`src/hdl/lmbrs_pkg.sv`:
```
// Shared types and constants for the LED matrix BCM row scanner.
`timescale 1ns / 1ps
package lmbrs_pkg;

  localparam int unsigned SHIFT_BITS  = 8;
  localparam int unsigned POS_W       = 3;
  localparam int unsigned ROW_W       = 5;
  localparam int unsigned PLANE_W     = 3;
  localparam int unsigned OE_W        = 11;
  localparam int unsigned BRIGHT_W    = 8;
  localparam int unsigned PERIOD_W    = 16;
  localparam int unsigned IN_DATA_W   = 8;
  localparam int unsigned OUT_DATA_W  = 24;
  localparam int unsigned CFG_ADDR_W  = 1;
  localparam int unsigned CFG_DATA_W  = 8;

  // Timer period in clock ticks of the panel timer.
  localparam logic [PERIOD_W-1:0] TIMER_PERIOD = 16'd1280;

  localparam logic [POS_W-1:0] POS_FIRST = POS_W'(SHIFT_BITS - 1);

  // Configuration register indexes.
  localparam logic [CFG_ADDR_W-1:0] REG_BRIGHTNESS = 1'b0;
  localparam logic [CFG_ADDR_W-1:0] REG_SCAN_MASK  = 1'b1;

  // One tick's worth of work handed from the front to the back.
  typedef struct packed {
    logic [ROW_W-1:0]   row;
    logic               shift;
    logic [PLANE_W-1:0] plane;
    logic [OE_W-1:0]    oe_compare;
  } cmd_t;

  // Output tdata layout, row_group in the lowest bits.
  typedef struct packed {
    logic [3:0]         pad;
    logic [OE_W-1:0]    oe_compare;
    logic [PLANE_W-1:0] plane;
    logic               serial_bit;
    logic [POS_W-1:0]   shift_position;
    logic [1:0]         row_group;
  } out_data_t;

endpackage

```
`src/hdl/lmbrs_front.sv`:
```
// Front end: takes ticks, steps plane and row counters, builds one command per tick.
`timescale 1ns / 1ps
module lmbrs_front import lmbrs_pkg::*; (
  input  logic                  clk_i,
  input  logic                  rst_ni,
  input  logic                  tick_valid_i,
  input  logic                  tick_i,
  output logic                  tick_ready_o,
  input  logic [BRIGHT_W-1:0]   brightness_i,
  input  logic [ROW_W-1:0]      scan_mask_i,
  input  logic                  full_i,
  output logic                  push_o,
  output cmd_t                  cmd_o
);

  logic [PLANE_W-1:0]  plane_q, plane_d;
  logic [ROW_W-1:0]    row_q, row_d;
  logic                shifting;
  logic [PLANE_W-1:0]  next_plane;
  logic [PERIOD_W-1:0] weight;

  assign tick_ready_o = !full_i;
  assign shifting     = (plane_q == '0);
  assign next_plane   = plane_q + PLANE_W'(1);
  assign weight       = PERIOD_W'({7'd0, brightness_i} << next_plane);

  always_comb begin
    push_o  = tick_valid_i && !full_i && tick_i;
    plane_d = plane_q;
    row_d   = row_q;
    if (push_o) begin
      plane_d = next_plane;
      if (shifting) begin
        row_d = (row_q + ROW_W'(1)) & scan_mask_i;
      end
    end
    cmd_o.row   = row_q;
    cmd_o.shift = shifting;
    cmd_o.plane = next_plane;
    // Floor the compare value at zero when the weight reaches the period.
    if (weight >= TIMER_PERIOD) begin
      cmd_o.oe_compare = '0;
    end else begin
      cmd_o.oe_compare = OE_W'(TIMER_PERIOD - weight);
    end
  end

  always_ff @(posedge clk_i or negedge rst_ni) begin
    if (!rst_ni) begin
      plane_q <= '0;
      row_q   <= '0;
    end else begin
      plane_q <= plane_d;
      row_q   <= row_d;
    end
  end

endmodule

```
`src/hdl/lmbrs_queue.sv`:
```
// Two-entry command queue between front and back.
`timescale 1ns / 1ps
module lmbrs_queue import lmbrs_pkg::*; (
  input  logic clk_i,
  input  logic rst_ni,
  input  logic push_i,
  input  cmd_t cmd_i,
  output logic full_o,
  input  logic pop_i,
  output logic valid_o,
  output cmd_t cmd_o
);

  localparam int unsigned DEPTH = 2;
  localparam int unsigned PTR_W = $clog2(DEPTH);
  localparam int unsigned CNT_W = $clog2(DEPTH + 1);

  cmd_t             mem_q [DEPTH];
  logic [PTR_W-1:0] wr_ptr_q, wr_ptr_d;
  logic [PTR_W-1:0] rd_ptr_q, rd_ptr_d;
  logic [CNT_W-1:0] count_q, count_d;

  assign full_o  = (count_q == CNT_W'(DEPTH));
  assign valid_o = (count_q != '0);
  assign cmd_o   = mem_q[rd_ptr_q];

  always_comb begin
    wr_ptr_d = wr_ptr_q;
    rd_ptr_d = rd_ptr_q;
    count_d  = count_q;
    if (push_i) begin
      wr_ptr_d = wr_ptr_q + PTR_W'(1);
    end
    if (pop_i) begin
      rd_ptr_d = rd_ptr_q + PTR_W'(1);
    end
    if (push_i && !pop_i) begin
      count_d = count_q + CNT_W'(1);
    end else if (pop_i && !push_i) begin
      count_d = count_q - CNT_W'(1);
    end
  end

  always_ff @(posedge clk_i) begin
    if (push_i) begin
      mem_q[wr_ptr_q] <= cmd_i;
    end
  end

  always_ff @(posedge clk_i or negedge rst_ni) begin
    if (!rst_ni) begin
      wr_ptr_q <= '0;
      rd_ptr_q <= '0;
      count_q  <= '0;
    end else begin
      wr_ptr_q <= wr_ptr_d;
      rd_ptr_q <= rd_ptr_d;
      count_q  <= count_d;
    end
  end

endmodule

```
`src/hdl/lmbrs_back.sv`:
```
// Back end: expands a command into one or eight result items behind an output register.
`timescale 1ns / 1ps
module lmbrs_back import lmbrs_pkg::*; (
  input  logic                  clk_i,
  input  logic                  rst_ni,
  input  logic                  valid_i,
  input  cmd_t                  cmd_i,
  output logic                  pop_o,
  output logic                  out_valid_o,
  input  logic                  out_ready_i,
  output out_data_t             out_data_o,
  output logic                  out_shift_o,
  output logic                  out_last_o
);

  logic [POS_W-1:0] pos_q, pos_d;
  logic             out_valid_q, out_valid_d;
  out_data_t        data_q, data_d;
  logic             shift_q;
  logic             last_q;
  logic             load;
  logic [POS_W-1:0] cur_pos;
  logic             cur_last;

  always_comb begin
    load     = valid_i && (!out_valid_q || out_ready_i);
    cur_pos  = cmd_i.shift ? pos_q : '0;
    cur_last = !cmd_i.shift || (pos_q == '0);
    pop_o    = load && cur_last;

    pos_d = pos_q;
    if (load) begin
      pos_d = cur_last ? POS_FIRST : pos_q - POS_W'(1);
    end

    out_valid_d = out_valid_q;
    if (load) begin
      out_valid_d = 1'b1;
    end else if (out_ready_i) begin
      out_valid_d = 1'b0;
    end

    data_d.pad            = '0;
    data_d.oe_compare     = cmd_i.oe_compare;
    data_d.plane          = cmd_i.plane;
    data_d.serial_bit     = cmd_i.shift && (cmd_i.row[POS_W-1:0] == pos_q);
    data_d.shift_position = cur_pos;
    data_d.row_group      = cmd_i.row[ROW_W-1:ROW_W-2];
  end

  always_ff @(posedge clk_i) begin
    if (load) begin
      data_q  <= data_d;
      shift_q <= cmd_i.shift;
      last_q  <= cur_last;
    end
  end

  always_ff @(posedge clk_i or negedge rst_ni) begin
    if (!rst_ni) begin
      pos_q       <= POS_FIRST;
      out_valid_q <= 1'b0;
    end else begin
      pos_q       <= pos_d;
      out_valid_q <= out_valid_d;
    end
  end

  assign out_valid_o = out_valid_q;
  assign out_data_o  = data_q;
  assign out_shift_o = shift_q;
  assign out_last_o  = last_q;

endmodule

```
`src/hdl/led_matrix_bcm_row_scanner.sv`:
```
// Top level of the LED matrix BCM row scanner.
//
//  Channel   Direction  Handshake                   Payload
//  s_axis    in         s_axis_tvalid/tready        tdata[0] tick
//  m_axis    out        m_axis_tvalid/tready        tdata, tuser shift_valid, tlast last
//  cfg       in         cfg_we_i (no wait)          cfg_addr_i index, cfg_wdata_i value
//
// A tick item is taken whenever the two-entry command queue has room.
// A plane-zero tick yields eight items, one per cycle unless stalled; others yield one.
// The back end result sequencer sets the rate: one result item per cycle unless stalled.
// First result item goes through the command queue, then the back end output register.
// Reset clears plane and row counters and sets brightness 1, row mask 31.
// A stalled output holds its item while the front keeps taking ticks until the queue fills.
`timescale 1ns / 1ps
module led_matrix_bcm_row_scanner import lmbrs_pkg::*; (
  input  logic                   clk_i,
  input  logic                   rst_ni,
  input  logic                   s_axis_tvalid,
  output logic                   s_axis_tready,
  input  logic [IN_DATA_W-1:0]   s_axis_tdata,   // [0] tick
  output logic                   m_axis_tvalid,
  input  logic                   m_axis_tready,
  // [1:0] row_group, [4:2] shift_position, [5] serial_bit, [8:6] plane,
  // [19:9] oe_compare, [23:20] zero
  output logic [OUT_DATA_W-1:0]  m_axis_tdata,
  output logic                   m_axis_tuser,   // [0] shift_valid
  output logic                   m_axis_tlast,
  input  logic                   cfg_we_i,
  input  logic [CFG_ADDR_W-1:0]  cfg_addr_i,
  input  logic [CFG_DATA_W-1:0]  cfg_wdata_i
);

  logic [BRIGHT_W-1:0] brightness_q;
  logic [ROW_W-1:0]    scan_mask_q;
  logic                push;
  logic                full;
  logic                pop;
  logic                q_valid;
  cmd_t                push_cmd;
  cmd_t                head_cmd;
  out_data_t           out_data;

  always_ff @(posedge clk_i or negedge rst_ni) begin
    if (!rst_ni) begin
      brightness_q <= BRIGHT_W'(1);
      scan_mask_q  <= '1;
    end else if (cfg_we_i) begin
      case (cfg_addr_i)
        REG_BRIGHTNESS: brightness_q <= cfg_wdata_i;
        REG_SCAN_MASK:  scan_mask_q  <= cfg_wdata_i[ROW_W-1:0];
        default: ;
      endcase
    end
  end

  lmbrs_front u_front (
    .clk_i        (clk_i),
    .rst_ni       (rst_ni),
    .tick_valid_i (s_axis_tvalid),
    .tick_i       (s_axis_tdata[0]),
    .tick_ready_o (s_axis_tready),
    .brightness_i (brightness_q),
    .scan_mask_i  (scan_mask_q),
    .full_i       (full),
    .push_o       (push),
    .cmd_o        (push_cmd)
  );

  lmbrs_queue u_queue (
    .clk_i   (clk_i),
    .rst_ni  (rst_ni),
    .push_i  (push),
    .cmd_i   (push_cmd),
    .full_o  (full),
    .pop_i   (pop),
    .valid_o (q_valid),
    .cmd_o   (head_cmd)
  );

  lmbrs_back u_back (
    .clk_i       (clk_i),
    .rst_ni      (rst_ni),
    .valid_i     (q_valid),
    .cmd_i       (head_cmd),
    .pop_o       (pop),
    .out_valid_o (m_axis_tvalid),
    .out_ready_i (m_axis_tready),
    .out_data_o  (out_data),
    .out_shift_o (m_axis_tuser),
    .out_last_o  (m_axis_tlast)
  );

  assign m_axis_tdata = out_data;

endmodule

```
`config.mk`:
```
export PLATFORM = sky130hd
export DESIGN_NAME = led_matrix_bcm_row_scanner
export DESIGN_NICKNAME = d
export VERILOG_FILES = /design/src/hdl/lmbrs_pkg.sv /design/src/hdl/lmbrs_front.sv /design/src/hdl/lmbrs_queue.sv /design/src/hdl/lmbrs_back.sv /design/src/hdl/led_matrix_bcm_row_scanner.sv
export SDC_FILE = /design/constraint.sdc
export NUM_CORES = 1
export LEC_CHECK = 0
export BUFFER_PORTS_ARGS = -buffer_cell sky130_fd_sc_hd__clkbuf_2
export CAP_MARGIN = 25
export CELL_PAD_IN_SITES_DETAIL_PLACEMENT = 0
export CELL_PAD_IN_SITES_GLOBAL_PLACEMENT = 1
export CORE_MARGIN = 2
export CORE_UTILIZATION = 35
export CTS_BUF_LIST = sky130_fd_sc_hd__clkbuf_8 sky130_fd_sc_hd__clkbuf_16
export CTS_CLUSTER_SIZE = 16
export DETAILED_ROUTE_END_ITERATION = 8
export GPL_TIMING_DRIVEN = 0
export PLACE_DENSITY_LB_ADDON = 0.1
export SETUP_SLACK_MARGIN = 0.2
export SYNTH_ARGS = -nofsm -noshare
export SYNTH_HDL_FRONTEND = slang
export SYNTH_SLANG_ARGS = --single-unit
export TNS_END_PERCENT = 5
```
`constraint.sdc`:
```
create_clock -name clk_i -period 7.6 [get_ports clk_i]
set_input_delay 0.38 -clock clk_i [delete_from_list [all_inputs] [get_ports clk_i]]
set_output_delay 0.38 -clock clk_i [all_outputs]
set_load 0.01 [all_outputs]
```
==> results.md <==
* Total power at 2.39 mW
* Hold violation total from the final report at 0
* Slowest stage delay, CP at 0.48 ns
* CP arrival at 3.72 ns
* Cell taking the most area after synthesis: edfxtp_1
* Gate power share at 0.459
* Final instance area at 0.00508 mm2
* Buf+Inv Stages, Crit Path at 7
* R2r startpoint: u_front.plane_q[0]
* Io pins at 50
* EDFF count, synth at 62
* Post-DP HPWL at 5.64 mm
* Fin worst setup slack at 3.96 ns
* Clock power share at 0.187
* Cts bufs inserted at 9
* Crit path time final at 3.64 ns
* Synthesis Warnings at 0
* Synthesized area at 0.00434 mm2
* Vias per Instance at 4.77
* Gr ovfl total at 0
* Leak at 2.01 nW
* First-pass GRT wire length at 13.5 mm
* Multi-input logic area at 0.00160 mm2
* Setup bufs post-CTS at 0
* Critical path class: register to register
* # diodes at 0
* Setup tns final at 0 ns
* Synth Register Bits at 91
* NetSw at 0.890 mW
* Die area at 0.0133 mm2
* Register Area at 0.00260 mm2
* Fin Clk Skew at 0.00775 ns
* Drt pass-1 iters at 4
* Most frequent cells in the layout: edfxtp_1, clkbuf_2, mux2_2
* Clock-pin slew on the worst setup and hold paths at 0.06 ns
* First DRT Iteration DRCs at 130
* Reg power frac at 0.354
* Via count at 2,631
* Ys async rst share at 0.319
* Cell family with most CP delay: buffers and inverters
* P&R area growth vs syn at 17.2%
* Max stage delay cell, worst path: ha_1
* Period utilization at 0.479
* Pin count of the biggest net entering global routing at 30
* Clock Tree Buf Depth at 2
* Hold Buf Count CTS at 0
* Crit-path most repeated cell: buf_2
* Slew Limit Headroom at 0.369
* Vias in the first global route at 2,563
* Setup crit end kind: register
* Worst-Margin Slew at 0.947 ns
* Number of fill cells in the layout at 1,137
* Antenna violations before repair at 0
* Starting Density at 0.360
* RD Place Congestion at 0.794
* Chip Width at 115 um
* Root Buffer: clkbuf_16
* WP data required at 7.68 ns
* Cells after synthesis at 324
* Setup crit start: u_front.plane_q[0]
* Status: finished clean
* Fin nets at 407
* Overall die height at 115 um
* DP Area at 0.00479 mm2
* Worst skew pair latency at 0.34 ns
* RSZ-0062 raised after global routing: no
* Share of cells above drive strength 1 at 0.316
* Synthesized area per cell at 13.4 um2
* Detailed-route wire length at 8.03 mm
* P_int at 1.50 mW
* Core ar. at 0.0121 mm2
* Fmax at 275 MHz
* Most common cell after layout, fill and taps aside: edfxtp_1
* DRT antenna net count at 0
* Cts repair resizes at 0
* Residual DRC at 0
* Max-Cap Viols at 0
* Startpoint types: register
* P per Cell Area at 469 mW/mm2
* CTS tree: yes
* CTS Sinks at 91
* PortBufs at 38
* Yosys cell types at 58
* Final Setup Violations at 0
* Area contributors post-synth: edfxtp_1, dfrtp_1, mux2_2
* FP Rows at 40
* Worst Hold Class: input pin to asynchronous set/reset pin
* Htree depth at 3
* Placement Setup Slack at 3.95 ns
* Top_reg_cell synth: edfxtp_1
* WL/cell at 14.6 um
* Worst Path Max Fanout at 10
* Cell Chain, Critical Path: buf_6 > buf_6 > buf_2 > inv_1 > ha_1 > buf_2 > buf_2 > clkbuf_1 > or3_1 > ha_1 > o311ai_0 > o31ai_1 > a21oi_1
* Sw frac at 0.373
* Peak supply drop at 161 uV
* Max-slew violations at 0
* GRT Total Usage at 0.135
* Seq/Total Area, Yosys at 0.599
* Synth top area share at 0.429
-- cells by family (layout without fill, tap and decap cells) --
family,Yosys count,count (layout),share of synthesized area
DFF,91,91,0.599
buffers and inverters,33,89,0.0372
adders and majority gates,8,8,0.0225
other,1,4,0.000864
xor gates and xnor gates,12,12,0.0259
muxes,52,52,0.143
and+or+nand+nor,77,77,0.0914
AOI/OAI and AO/OA,50,50,0.0801
-- worst paths after layout --
| check | to | slack [ns] | cells after the start |
|---|---|---|---|
| hold / removal | brightness_q[3] | 0.09 | 1 |
| setup / recovery | u_queue.mem_q[1][4] | 3.96 | 13 |
| setup reg to reg | u_queue.mem_q[1][4] | 3.96 | 13 |
| min in group clk_i | u_back.out_valid_o | 0.24 | 2 |
| max in group asynchronous | u_front.plane_q[0] | 7.03 | 1 |
| hold reg to reg | u_queue.wr_ptr_q | 0.50 | 1 |
-- cell usage after synthesis (2+ instances only) --
master	n
or3_1	2
a22o_1	3
buf_2	4
nand3_1	5
dfrtp_1	20
nor2_1	17
and2_1	3
nor3_1	5
a21oi_1	9
mux4_2	4
nand3b_1	2
mux2_2	33
nand4_1	3
a22oi_1	2
mux2_4	2
nand2_1	18
xnor2_1	7
a211oi_1	2
a31oi_1	4
nor2b_1	10
mux2i_1	13
buf_4	4
xor2_1	4
a21o_1	2
clkbuf_1	10
dfstp_2	9
nand2b_1	3
o31ai_1	3
edfxtp_1	62
o21ai_0	13
and3_1	2
inv_1	11
ha_1	7
buf_6	2
-- registers in the layout, summed over array words and instances (netlist names), 2 cells and up --
name / flops
u_back.out_data_o: 20
brightness_q: 8
u_front.plane_q: 3
u_queue.count_q: 2
scan_mask_q: 5
u_back.pos_q: 3
u_front.row_q: 5
u_queue.mem_q: 40
-- worst reg2reg max path, cell delays in order, from the launching register on --
cell and delay [ns]:
dfrtp_1 0.39, buf_6 0.16, buf_6 0.16, buf_2 0.23, inv_1 0.14, ha_1 0.48
buf_2 0.28, buf_2 0.27, clkbuf_1 0.40, or3_1 0.20, ha_1 0.26, o311ai_0 0.17
o31ai_1 0.10, a21oi_1 0.13
-- metal layers --
layer | GRT usage | up-vias | part of all wire | routed length (um)
li1 | - | 1306 | - | -
met3 | 0.0369 | 15 | 0.046 | 371
met5 | 0 | - | 0 | 0
met2 | 0.189 | 59 | 0.43 | 3450
met4 | 0.0618 | 0 | 0.020 | 161
met1 | 0.195 | 1251 | 0.50 | 4050
-- stage by stage --
step | std cells | hold WS (ns) | utilization
detailed placement | 535 | 0.488 | 0.397
global placement | 533 | 0.470 | 0.394
floorplan | 327 | 0.0844 | -
global route | 551 | 0.153 | 0.422
finish | 551 | 0.0944 | 0.422
CTS | 551 | 0.123 | 0.422
-- layout make-up --
class | count | area share
Sequential cell | 91 | 0.511
Timing Repair Buffer | 40 | 0.0433
Inverter | 12 | 0.00935
Multi-Input combinational cell | 203 | 0.314
Buffer | 21 | 0.0224
Clock inverter | 6 | 0.0113
Tap cell | 168 | 0.0413
Clock buffer | 10 | 0.0470
-- power groups by stage --
stage / clock [mW] / sequential [mW] / combinational (mW)
after floorplan: 0 / 0.874 / 0.783
after detailed placement: 0 / 0.856 / 1.10
after global placement: 0 / 0.854 / 1.08
after CTS: 0.455 / 0.847 / 1.10
after global routing: 0.481 / 0.863 / 1.22
final: 0.446 / 0.845 / 1.10
No activity file was read; power rests on OpenSTA's default activity.
